File: src/rtl/flpte_pkg.sv
// Shared types and constants for the four-level page table enumerator.
package flpte_pkg;

    localparam int PHYS_ADDR_BITS = 48;
    localparam logic [63:0] PHYS_MASK = (64'd1 << PHYS_ADDR_BITS) - 64'd1;

    localparam int VA_BITS   = 48;
    localparam int IDX_BITS  = 9;
    localparam int BASE_BITS = 36;
    localparam int LEVELS    = 4;
    localparam int PADDR_BITS = 5;

    localparam logic [IDX_BITS-1:0] IDX_MAX   = 9'd511;
    localparam logic [IDX_BITS-1:0] FIXUP_IDX = 9'd510;
    localparam logic [VA_BITS-1:0]  VA_MASK   = 48'hffff_ffff_ffff;

    localparam logic [1:0] LVL_PML4 = 2'd0;
    localparam logic [1:0] LVL_PDPT = 2'd1;
    localparam logic [1:0] LVL_PD   = 2'd2;
    localparam logic [1:0] LVL_PT   = 2'd3;

    localparam logic [1:0] REG_ROOT  = 2'd0;
    localparam logic [1:0] REG_BEGIN = 2'd1;
    localparam logic [1:0] REG_END   = 2'd2;

    localparam int ENTRY_PRESENT = 0;
    localparam int ENTRY_LARGE   = 7;

    typedef enum logic {
        KIND_START = 1'b0,
        KIND_DATA  = 1'b1
    } t_kind;

    typedef enum logic [1:0] {
        OP_READ = 2'd0,
        OP_PAGE = 2'd1,
        OP_END  = 2'd2
    } t_op;

    typedef enum logic [1:0] {
        SZ_4K = 2'd0,
        SZ_2M = 2'd1,
        SZ_1G = 2'd2
    } t_size;

    typedef struct packed {
        t_op                op;
        logic [VA_BITS-1:0] phys;
        logic [VA_BITS-1:0] virt;
        t_size              size;
        logic               failed;
        logic               last;
    } t_result;

endpackage

File: src/rtl/four_level_page_table_enumerator.sv
// Page table walker that lists every mapped page of a virtual range.
// A result enters the registered output queue at the edge that accepts its item. Throughput:
// one item per cycle when it causes one result and the output is not held by i_stall;
// an item that finds a page gives two results and the two-slot headroom of the three-entry
// output queue sets the sustained rate. Reset (synchronous, active low) clears the walk
// state, the output queue and the registers (range_end to all ones).
module four_level_page_table_enumerator (
    input  logic        i_clk,
    input  logic        i_rst_n,
    input  logic        psel,
    input  logic        penable,
    input  logic        pwrite,
    input  logic [flpte_pkg::PADDR_BITS-1:0] paddr,
    input  logic [63:0] pwdata,
    output logic [63:0] prdata,
    output logic        pready,
    input  logic        i_valid,
    output logic        o_stall,
    input  logic        i_kind,
    input  logic [63:0] i_entry,
    input  logic        i_read_failed,
    output logic        o_valid,
    input  logic        i_stall,
    output logic [1:0]  o_op,
    output logic [47:0] o_phys_address,
    output logic [47:0] o_virt_address,
    output logic [1:0]  o_page_size,
    output logic        o_failed,
    output logic        o_last
);

    localparam int IB = flpte_pkg::IDX_BITS;
    localparam int BB = flpte_pkg::BASE_BITS;
    localparam int VB = flpte_pkg::VA_BITS;
    localparam int NL = flpte_pkg::LEVELS;

    logic [VB-1:0] r_root, r_range_begin, r_range_end;
    logic          r_walking, n_walking;
    logic [1:0]    r_depth, n_depth;
    logic [IB-1:0] r_idx [NL];
    logic [IB-1:0] n_idx [NL];
    logic [BB-1:0] r_base [NL];
    logic [BB-1:0] n_base [NL];
    logic [NL-1:0] r_low, n_low, r_high, n_high;

    flpte_pkg::t_result r_q [3];
    flpte_pkg::t_result n_q [3];
    logic [1:0]         r_count, n_count;

    logic          cfg_wr, acc, pop;
    logic [1:0]    base_cnt;
    logic [IB-1:0] bf [NL];
    logic [IB-1:0] ef [NL];
    logic [NL-1:0] fin;
    logic          adv_found;
    logic [1:0]    adv_lvl;
    logic [IB-1:0] adv_idx;
    logic [63:0]   pa;
    logic [1:0]    nd;
    logic          descend;
    logic [IB-1:0] nd_idx;
    logic          nd_low, nd_high;
    flpte_pkg::t_result res0, res1, adv_res;
    logic [1:0]    n_res;

    assign pready = 1'b1;
    assign cfg_wr = psel && penable && pwrite && pready;

    always_comb begin
        prdata = 64'd0;
        case (paddr[4:3])
            flpte_pkg::REG_ROOT:  prdata = {16'd0, r_root};
            flpte_pkg::REG_BEGIN: prdata = {16'd0, r_range_begin};
            flpte_pkg::REG_END:   prdata = {16'd0, r_range_end};
            default:              prdata = 64'd0;
        endcase
    end

    always_ff @(posedge i_clk) begin
        if (!i_rst_n) begin
            r_root        <= '0;
            r_range_begin <= '0;
            r_range_end   <= flpte_pkg::VA_MASK;
        end else if (cfg_wr) begin
            case (paddr[4:3])
                flpte_pkg::REG_ROOT:  r_root        <= pwdata[VB-1:0];
                flpte_pkg::REG_BEGIN: r_range_begin <= pwdata[VB-1:0];
                flpte_pkg::REG_END:   r_range_end   <= pwdata[VB-1:0];
                default: ;
            endcase
        end
    end

    // handshake
    assign o_valid  = (r_count != 2'd0);
    assign pop      = o_valid && !i_stall;
    assign base_cnt = r_count - {1'b0, pop};
    assign o_stall  = (base_cnt > 2'd1);
    assign acc      = i_valid && !o_stall;

    assign o_op           = r_q[0].op;
    assign o_phys_address = r_q[0].phys;
    assign o_virt_address = r_q[0].virt;
    assign o_page_size    = r_q[0].size;
    assign o_failed       = r_q[0].failed;
    assign o_last         = r_q[0].last;

    // per-level range fields and finished-table flags
    always_comb begin
        for (int l = 0; l < NL; l++) begin
            bf[l]  = r_range_begin[39-9*l +: IB];
            ef[l]  = r_range_end[39-9*l +: IB];
            fin[l] = (r_high[l] && r_idx[l] == ef[l]) || r_idx[l] == flpte_pkg::IDX_MAX;
        end
    end

    // climb out of finished tables to the deepest level with entries left
    always_comb begin
        adv_found = 1'b0;
        adv_lvl   = 2'd0;
        for (int l = 0; l < NL; l++) begin
            if (2'(l) <= r_depth && !fin[l]) begin
                adv_found = 1'b1;
                adv_lvl   = 2'(l);
            end
        end
        adv_idx = r_idx[adv_lvl] + 9'd1;
        adv_res = '{op: flpte_pkg::OP_END, phys: '0, virt: '0,
                    size: flpte_pkg::SZ_4K, failed: 1'b0, last: 1'b1};
        if (adv_found) begin
            adv_res.op   = flpte_pkg::OP_READ;
            adv_res.phys = {r_base[adv_lvl], adv_idx, 3'b000};
        end
    end

    always_comb begin
        pa      = i_entry & flpte_pkg::PHYS_MASK;
        nd      = r_depth + 2'd1;
        descend = i_entry[flpte_pkg::ENTRY_PRESENT]
                  && r_depth != flpte_pkg::LVL_PT
                  && !((r_depth == flpte_pkg::LVL_PDPT || r_depth == flpte_pkg::LVL_PD)
                       && i_entry[flpte_pkg::ENTRY_LARGE])
                  && !(r_depth == flpte_pkg::LVL_PD && r_idx[0] == flpte_pkg::FIXUP_IDX);
        nd_low  = r_low[r_depth] && r_idx[r_depth] == bf[r_depth];
        nd_high = r_high[r_depth] && r_idx[r_depth] == ef[r_depth];
        nd_idx  = nd_low ? bf[nd] : '0;
    end

    // results and state update of one transfer
    always_comb begin
        n_walking = r_walking;
        n_depth   = r_depth;
        n_low     = r_low;
        n_high    = r_high;
        for (int l = 0; l < NL; l++) begin
            n_idx[l]  = r_idx[l];
            n_base[l] = r_base[l];
        end
        res0  = adv_res;
        res1  = adv_res;
        n_res = 2'd0;
        if (i_kind == flpte_pkg::KIND_START) begin
            n_depth   = flpte_pkg::LVL_PML4;
            n_base[0] = r_root[VB-1:12];
            n_idx[0]  = bf[0];
            n_low[0]  = 1'b1;
            n_high[0] = 1'b1;
            n_res     = 2'd1;
            if (r_range_begin > r_range_end) begin
                n_walking = 1'b0;
                res0 = '{op: flpte_pkg::OP_END, phys: '0, virt: '0,
                         size: flpte_pkg::SZ_4K, failed: 1'b0, last: 1'b1};
            end else begin
                n_walking = 1'b1;
                res0 = '{op: flpte_pkg::OP_READ, phys: {r_root[VB-1:12], bf[0], 3'b000},
                         virt: '0, size: flpte_pkg::SZ_4K, failed: 1'b0, last: 1'b1};
            end
        end else if (r_walking) begin
            n_res = 2'd1;
            if (i_read_failed) begin
                n_walking = 1'b0;
                res0 = '{op: flpte_pkg::OP_END, phys: '0, virt: '0,
                         size: flpte_pkg::SZ_4K, failed: 1'b1, last: 1'b1};
            end else if (descend) begin
                n_base[nd] = pa[VB-1:12];
                n_low[nd]  = nd_low;
                n_high[nd] = nd_high;
                n_idx[nd]  = nd_idx;
                n_depth    = nd;
                res0 = '{op: flpte_pkg::OP_READ, phys: {pa[VB-1:12], nd_idx, 3'b000},
                         virt: '0, size: flpte_pkg::SZ_4K, failed: 1'b0, last: 1'b1};
            end else begin
                if (i_entry[flpte_pkg::ENTRY_PRESENT] && r_depth != flpte_pkg::LVL_PML4
                    && !(r_depth == flpte_pkg::LVL_PD && r_idx[0] == flpte_pkg::FIXUP_IDX
                         && !i_entry[flpte_pkg::ENTRY_LARGE])) begin
                    n_res = 2'd2;
                    res0.op     = flpte_pkg::OP_PAGE;
                    res0.failed = 1'b0;
                    res0.last   = 1'b0;
                    case (r_depth)
                        flpte_pkg::LVL_PDPT: begin
                            res0.phys = {pa[VB-1:30], 30'd0};
                            res0.virt = {r_idx[0], r_idx[1], 30'd0};
                            res0.size = flpte_pkg::SZ_1G;
                        end
                        flpte_pkg::LVL_PD: begin
                            res0.phys = {pa[VB-1:21], 21'd0};
                            res0.virt = {r_idx[0], r_idx[1], r_idx[2], 21'd0};
                            res0.size = flpte_pkg::SZ_2M;
                        end
                        default: begin
                            res0.phys = {pa[VB-1:12], 12'd0};
                            res0.virt = {r_idx[0], r_idx[1], r_idx[2], r_idx[3], 12'd0};
                            res0.size = flpte_pkg::SZ_4K;
                        end
                    endcase
                end
                if (adv_found) begin
                    n_idx[adv_lvl] = adv_idx;
                    n_depth        = adv_lvl;
                end else begin
                    n_walking = 1'b0;
                    n_depth   = flpte_pkg::LVL_PML4;
                end
            end
        end
    end

    // output queue: shift on pop, append results behind what remains
    always_comb begin
        for (int i = 0; i < 3; i++) begin
            n_q[i] = r_q[i];
        end
        if (pop) begin
            n_q[0] = r_q[1];
            n_q[1] = r_q[2];
        end
        n_count = base_cnt;
        if (acc) begin
            for (int i = 0; i < 3; i++) begin
                if (n_res != 2'd0 && 2'(i) == base_cnt) begin
                    n_q[i] = res0;
                end
                if (n_res == 2'd2 && 2'(i) == base_cnt + 2'd1) begin
                    n_q[i] = res1;
                end
            end
            n_count = base_cnt + n_res;
        end
    end

    always_ff @(posedge i_clk) begin
        if (!i_rst_n) begin
            r_walking <= 1'b0;
            r_depth   <= '0;
            r_low     <= '0;
            r_high    <= '0;
            r_count   <= '0;
            for (int l = 0; l < NL; l++) begin
                r_idx[l] <= '0;
            end
        end else begin
            r_count <= n_count;
            if (acc) begin
                r_walking <= n_walking;
                r_depth   <= n_depth;
                r_low     <= n_low;
                r_high    <= n_high;
                for (int l = 0; l < NL; l++) begin
                    r_idx[l] <= n_idx[l];
                end
            end
        end
    end

    always_ff @(posedge i_clk) begin
        for (int i = 0; i < 3; i++) begin
            r_q[i] <= n_q[i];
        end
        if (acc) begin
            for (int l = 0; l < NL; l++) begin
                r_base[l] <= n_base[l];
            end
        end
    end

    a_end_stops_walk: assert property (@(posedge i_clk) disable iff (!i_rst_n)
        acc && n_res != 2'd0 && res0.op == flpte_pkg::OP_END |=> !r_walking)
        else $error("walk still active after walk-ended result");

    a_descend_depth: assert property (@(posedge i_clk) disable iff (!i_rst_n)
        acc && i_kind == flpte_pkg::KIND_DATA && r_walking && !i_read_failed && descend
        |=> r_depth == $past(r_depth) + 2'd1)
        else $error("descent did not move one level down");

    a_page_not_last: assert property (@(posedge i_clk) disable iff (!i_rst_n)
        o_valid && o_op == flpte_pkg::OP_PAGE |-> !o_last)
        else $error("page result marked as last of its item");

endmodule

File: config.mk
export PLATFORM = sky130hd
export DESIGN_NAME = four_level_page_table_enumerator
export DESIGN_NICKNAME = d
export VERILOG_FILES = /design/src/rtl/flpte_pkg.sv /design/src/rtl/four_level_page_table_enumerator.sv
export SDC_FILE = /design/constraint.sdc
export NUM_CORES = 1
export LEC_CHECK = 0
export BUFFER_PORTS_ARGS = -buffer_cell sky130_fd_sc_hd__buf_2
export CORE_ASPECT_RATIO = 0.9
export CORE_MARGIN = 2
export CORE_UTILIZATION = 50
export DETAILED_ROUTE_END_ITERATION = 16
export PLACE_DENSITY = 0.72
export SLEW_MARGIN = 10
export SYNTH_ARGS = -nofsm -noshare
export SYNTH_HDL_FRONTEND = slang
export SYNTH_SLANG_ARGS = --single-unit
File: constraint.sdc
create_clock -name i_clk -period 7.4 [get_ports i_clk]
set_clock_uncertainty 0.2 [all_clocks]
set_input_delay 0.37 -clock i_clk [delete_from_list [all_inputs] [get_ports i_clk]]
set_output_delay 0.37 -clock i_clk [all_outputs]
set_load 0.01 [all_outputs]
== Yosys cells after proc, flatten, opt, wreduce, memory -nomap -nowiden ==
Memories as Yosys holds them, arrays and structs flattened. A register that Yosys moved wholly into a read port is not among the register bits.
Index checks and enable logic that the tools add are counted.
Widths: inputs -> output; s select.
Storage, ports and cells
  register bits after elaboration: 157
  RAM bits: 486
  input bits: 142
  memories: 3
Memories
  r_q: depth 3, bits a word 102, read ports 3, clocked after memory_dff 0, write ports 3, line four_level_page_table_enumerator.sv:46  | flpte_pkg::t_result r_q [3];
  r_base: depth 4, bits a word 36, read ports 5, clocked after memory_dff 0, write ports 4, line four_level_page_table_enumerator.sv:42  | logic [BB-1:0] r_base [NL];
  r_idx: depth 4, bits a word 9, read ports 6, clocked after memory_dff 1, write ports 4, line four_level_page_table_enumerator.sv:40  | logic [IB-1:0] r_idx [NL];
Cells by class
  add/subtract/negate cells: 5
  order comparisons: 14
  equal/unequal tests: 24
  mux-type cells: 98
  bitwise operators: 8
  reduce and logical (&&, ||, !) cells: 58
Operators with widths (number)
  $mux 102: 12
  $mux 144: 3
  $mux 306: 1
  $mux 36: 6
  $mux 204: 1
  $pmux 80 s2: 1
  $bwmux 144: 1
  $pmux 48 s3: 1
  $mux 9: 14
  $mux 108: 1
  $bwmux 36: 2
  $demux 36 s2: 1
  $bmux 9 s2: 3
  $eq 9x9->1: 6
  $mux 50: 1
  $gt 48x48->1: 1
  $eq 9x9->1 const B: 5
  $demux 9 s2: 2
  $logic_and 1x1->1: 31
  $mux 2: 15
  $mux 1: 27
  $mux 27: 1
  $logic_not 1->1: 10
  $add 9x1->9 const B: 1
  other kinds (29): 60

== Logic depth before layout (Yosys ltp) ==
An unclocked memory read counts as a cell.
  depth after elaboration: 21
  gate-level depth with buffers: 19

== Least setup slack after synthesis ==
OpenSTA, ideal clock, no wires.
  kind: register -> register
  from: register, netlist name r_depth[0]
  to: memory r_q[0][204] in the netlist's numbering (enable)
  arrival: 7.011 ns
  required time: 6.666 ns
  slack: -0.345 ns
  cell stages (with the launch flop): 15
  buffers on the path: 6
  clock period less this slack: 7.745 ns
  cells stage by stage: dfxtp_1 > clkbuf_1 > buf_2 > clkbuf_1 > inv_1 > ha_1 > clkbuf_1 > nand2_1 > nand3b_1 > nor2b_1 > buf_2 > nor4_4 > nand2_1 > clkbuf_1 > nor2_1
RTL lines (line)
  to (decl): four_level_page_table_enumerator.sv:46

==> results.md <==
- CTS Buffer Depth: 3
- Setup tns final: 0 ps
- Layout area overhead: 12.33%
- CP Capture Type: register
- CP max-delay cell: nor2_1
- Synthesis Warnings: 0
- DRC viols: 0
- HPWL Detailed: just under 70000 microns
- Max_slew headroom: 19.76%
- Post-synthesis sequential area ratio: about half
- Overall Global Routing Usage: between 30% and 40%
- WL/cell: between 20 and 25 microns
- Max Transition Viols Final: 0
- Area contributors post-synth: edfxtp_1 25%, dfxtp_1 23%, nand2_1 8.0%
- Die H: 242.7 microns
- Grt ovf: 0
- Register-to-Register Path Depth: 13
- Initial Util: 50.57%
- Critical path class: reg2reg
- Leak: 13.56 nW
- Setup WS post-layout: between 2000 and 2500 ps
- R2r startpoint: r_count[0]
- Rows: 87
- Nets: approximately 3600
- Placed Cells: about 4000
- Non-Filler Instances: between 4000 and 5000
- Crit path launch: r_count[0]
- Setup-failing EPs final: 0
- Drt via density: between 6 and 7
- Main synth FF type: dfxtp_1
- Post-CTS Setup Bufs: 0
- Depth of the CTS H-tree: 3
- Worst setup SP type: register
- Vias: around 26000
- Routed Antenna Nets: 0
- Crit path arrival time: 5240 ps
- Post-synth EDFFs: 267
- Clk_lat worst skew: roughly 630 ps
- R2R Setup Slk: between 2000 and 2500 ps
- Final period util: between 60% and 70%
- Synthesized cell area: about 32000 sq um
- Most frequent CP cell: buf_4
- 1st-iter DRT viols: a little over 3000
- Initial antenna violation count: 10
- Num Clock Sinks: between 600 and 700
- Clk slew on worst S/H paths: roughly 60 ps
- Multi-input combinational cell area: about 14000 sq um
- Worst VDD drop: ~0.20 mV
- Async SR Flop Fraction: 0%
- # fillers: 5385
- Synth unique cells: 81
- Fmax: 202.3 MHz
- Post-CTS sizing: 0
- Area after DPL: around 33000 sq um
- Most frequent cell after synthesis: nand2_1
- Commonest cells in the netlist: 674 x nand2_1, 363 x dfxtp_1, 267 x edfxtp_1
- Post-synth top area share: 25.33%
- Clk root buf: clkbuf_16
- Avg Cell Area, Syn: roughly 9.6 sq um
- Worst path cell trace: or2_2, nand2b_4, inv_8, ha_1, xnor2_1, inv_1, nor2_1, nand2_1, buf_4, a21oi_4, buf_4, a21oi_1, a221o_1
- Worst hold path class: in2reg
- Top-Level Pins: between 300 and 400
- Reg2reg end: r_q[0][159]
- Ratio of cells with drive above 1 in the final layout: 14.69%
- Utilization after layout: between 50 and 60%
- Pwr/cell area: roughly 300 nW/um^2
- CTS Hold Buffers Added: 87
- Place WS: about 2500 ps
- Final instance area: roughly 36000 sq um
- Maxcap violations: 0
- Core box area: around 63000 sq um
- Most area-hungry cell type in the Yosys netlist: edfxtp_1
- CP endpoint: r_q[0][159]
- #FFs+latches synth: 630
- Post-Syn Instances: about 3300
- Die Area: 65340 sq um
- Final hold violation count: 0
- Crit-path max cell delay: ~640 ps
- Min Tclk post-route: just under 5000 ps
- Largest net degree at the start of global routing: roughly 120
- DRT Wirelength: 102200 microns
- Cts bufs inserted: 67
- Final GP Congestion: between 0.9 and 1
- Sequential cell area: around 15000 sq um
- Global-route wire length before repair: 154200 microns
- Critical path data required time: 7700 ps
- RSZ-0062 raised after global routing: no
- DR pass1 iterations: 6
- Vias in the first global route: between 20000 and 25000
- Chip Width: between 200 and 300 microns
- Status: complete, no violations
- Worst-path fanout max: 76
- I/O Buffers: ~250
- CTS tree: yes
- Slew of the pin with the lowest slew margin: between 1000 and 1500 ps
[layout by cell type, fill, tap and decap left out, types with 13 or more instances in the layout]
| cell type | Yosys | routed |
|---|---|---|
| nand2_1 | 674 | 671 |
| nor2b_1 | 44 | 43 |
| mux4_2 | 38 | 38 |
| o31ai_1 | 25 | 25 |
| xnor2_1 | 34 | 34 |
| buf_4 | 120 | 41 |
| nand4_1 | 20 | 20 |
| mux2i_1 | 176 | 176 |
| conb_1 | 2 | 17 |
| dlygate4sd3_1 | 0 | 87 |
| a221oi_1 | 42 | 42 |
| clkbuf_1 | 180 | 16 |
| mux2_2 | 19 | 19 |
| a211oi_1 | 32 | 32 |
| clkinv_2 | 0 | 13 |
| dfxtp_1 | 363 | 362 |
| nor2_1 | 93 | 85 |
| o211ai_1 | 77 | 77 |
| clkbuf_16 | 0 | 68 |
| a21boi_0 | 102 | 102 |
| o21ai_0 | 219 | 218 |
| a21oi_1 | 164 | 164 |
| nand3_1 | 47 | 46 |
| buf_2 | 45 | 247 |
| a31oi_1 | 52 | 52 |
| o21ai_1 | 32 | 32 |
| a2bb2oi_1 | 18 | 18 |
| edfxtp_1 | 267 | 267 |
| o22a_1 | 21 | 21 |
| inv_1 | 65 | 64 |
| ha_1 | 58 | 58 |
| xor2_1 | 24 | 24 |
| and2_1 | 41 | 40 |
| and3_1 | 43 | 43 |
| nor3_1 | 18 | 15 |
[worst max-delay path, delay by kind of cell, from the launching register on]
kind	cells	cell delay (ps)
simple gates	4	1540
buf+inv	4	1220
compound gates	3	910
flops	1	310
fa+ha+maj	1	300
xor+xnor	1	280
[layout make-up]
| type | count | share of cell area [%] |
|---|---|---|
| diodes | 5 | 0.03519 |
| inverters | 67 | 0.7284 |
| multi-input cells | 2250 | 40.48 |
| flip-flops and latches | 630 | 42.99 |
| repair buffers | 376 | 6.848 |
| well taps | 845 | 2.973 |
| clock buffers | 89 | 5.148 |
| clock inverters | 32 | 0.7988 |
[cell families (layout without fill, tap and decap cells)]
kind of cell | Yosys count | after routing | share of synthesized area, %
buffers and inverters | 438 | 564 | 6.818
adders and majority gates | 58 | 58 | 2.293
and+or+nand+nor | 1020 | 1020 | 14.23
muxes | 233 | 233 | 8.945
DFF | 630 | 630 | 48.28
other | 2 | 22 | 0.02372
AOI/OAI and AO/OA | 859 | 859 | 17.55
xor gates and xnor gates | 63 | 63 | 1.862
[per-stage QoR]
step	hold slack (ps)	power [mW]
final	83.74	10.64
after global placement	238.2	7.259
after floorplan	227.3	6.656
after global routing	83.51	11.11
after CTS	40.33	10.64
after detailed placement	243.5	7.321
[flip-flops by register name, indices dropped and copies added, names as in the netlist, named ones only]
register,cells
r_base,144
r_count,2
r_depth,2
r_high,4
r_idx,36
r_low,4
r_q,291
r_range_begin,48
r_range_end,48
r_root,48
r_walking,1
[worst min path at each step]
stage	start	to	slack [ps]	depth (start not counted)
global route	i_read_failed	r_q[0][205]	80	3
detailed placement	r_q[0][10]	r_q[0][10]	240	2
finish	i_read_failed	r_q[0][205]	80	3
global placement	r_q[0][115]	r_q[0][13]	240	2
CTS	i_read_failed	r_q[0][205]	40	3
floorplan	r_q[0][112]	r_q[0][10]	230	2
[per-layer routing]
metal,vias up,GRT usage (%),part of all wire (%)
li1,11880,-,-
met1,12640,42.01,41
met2,1463,46.38,44
met3,250,6.767,11
met4,12,13.41,4.5
met5,-,0,0.073
[power by group]
group | switching, mW | internal [mW] | leakage, nW
sequential | 0.423 | 4.20 | 5.39
clock | 1.44 | 1.86 | 1.04
combinational | 1.66 | 1.05 | 7.13
Power figures use the tool's default switching activity.
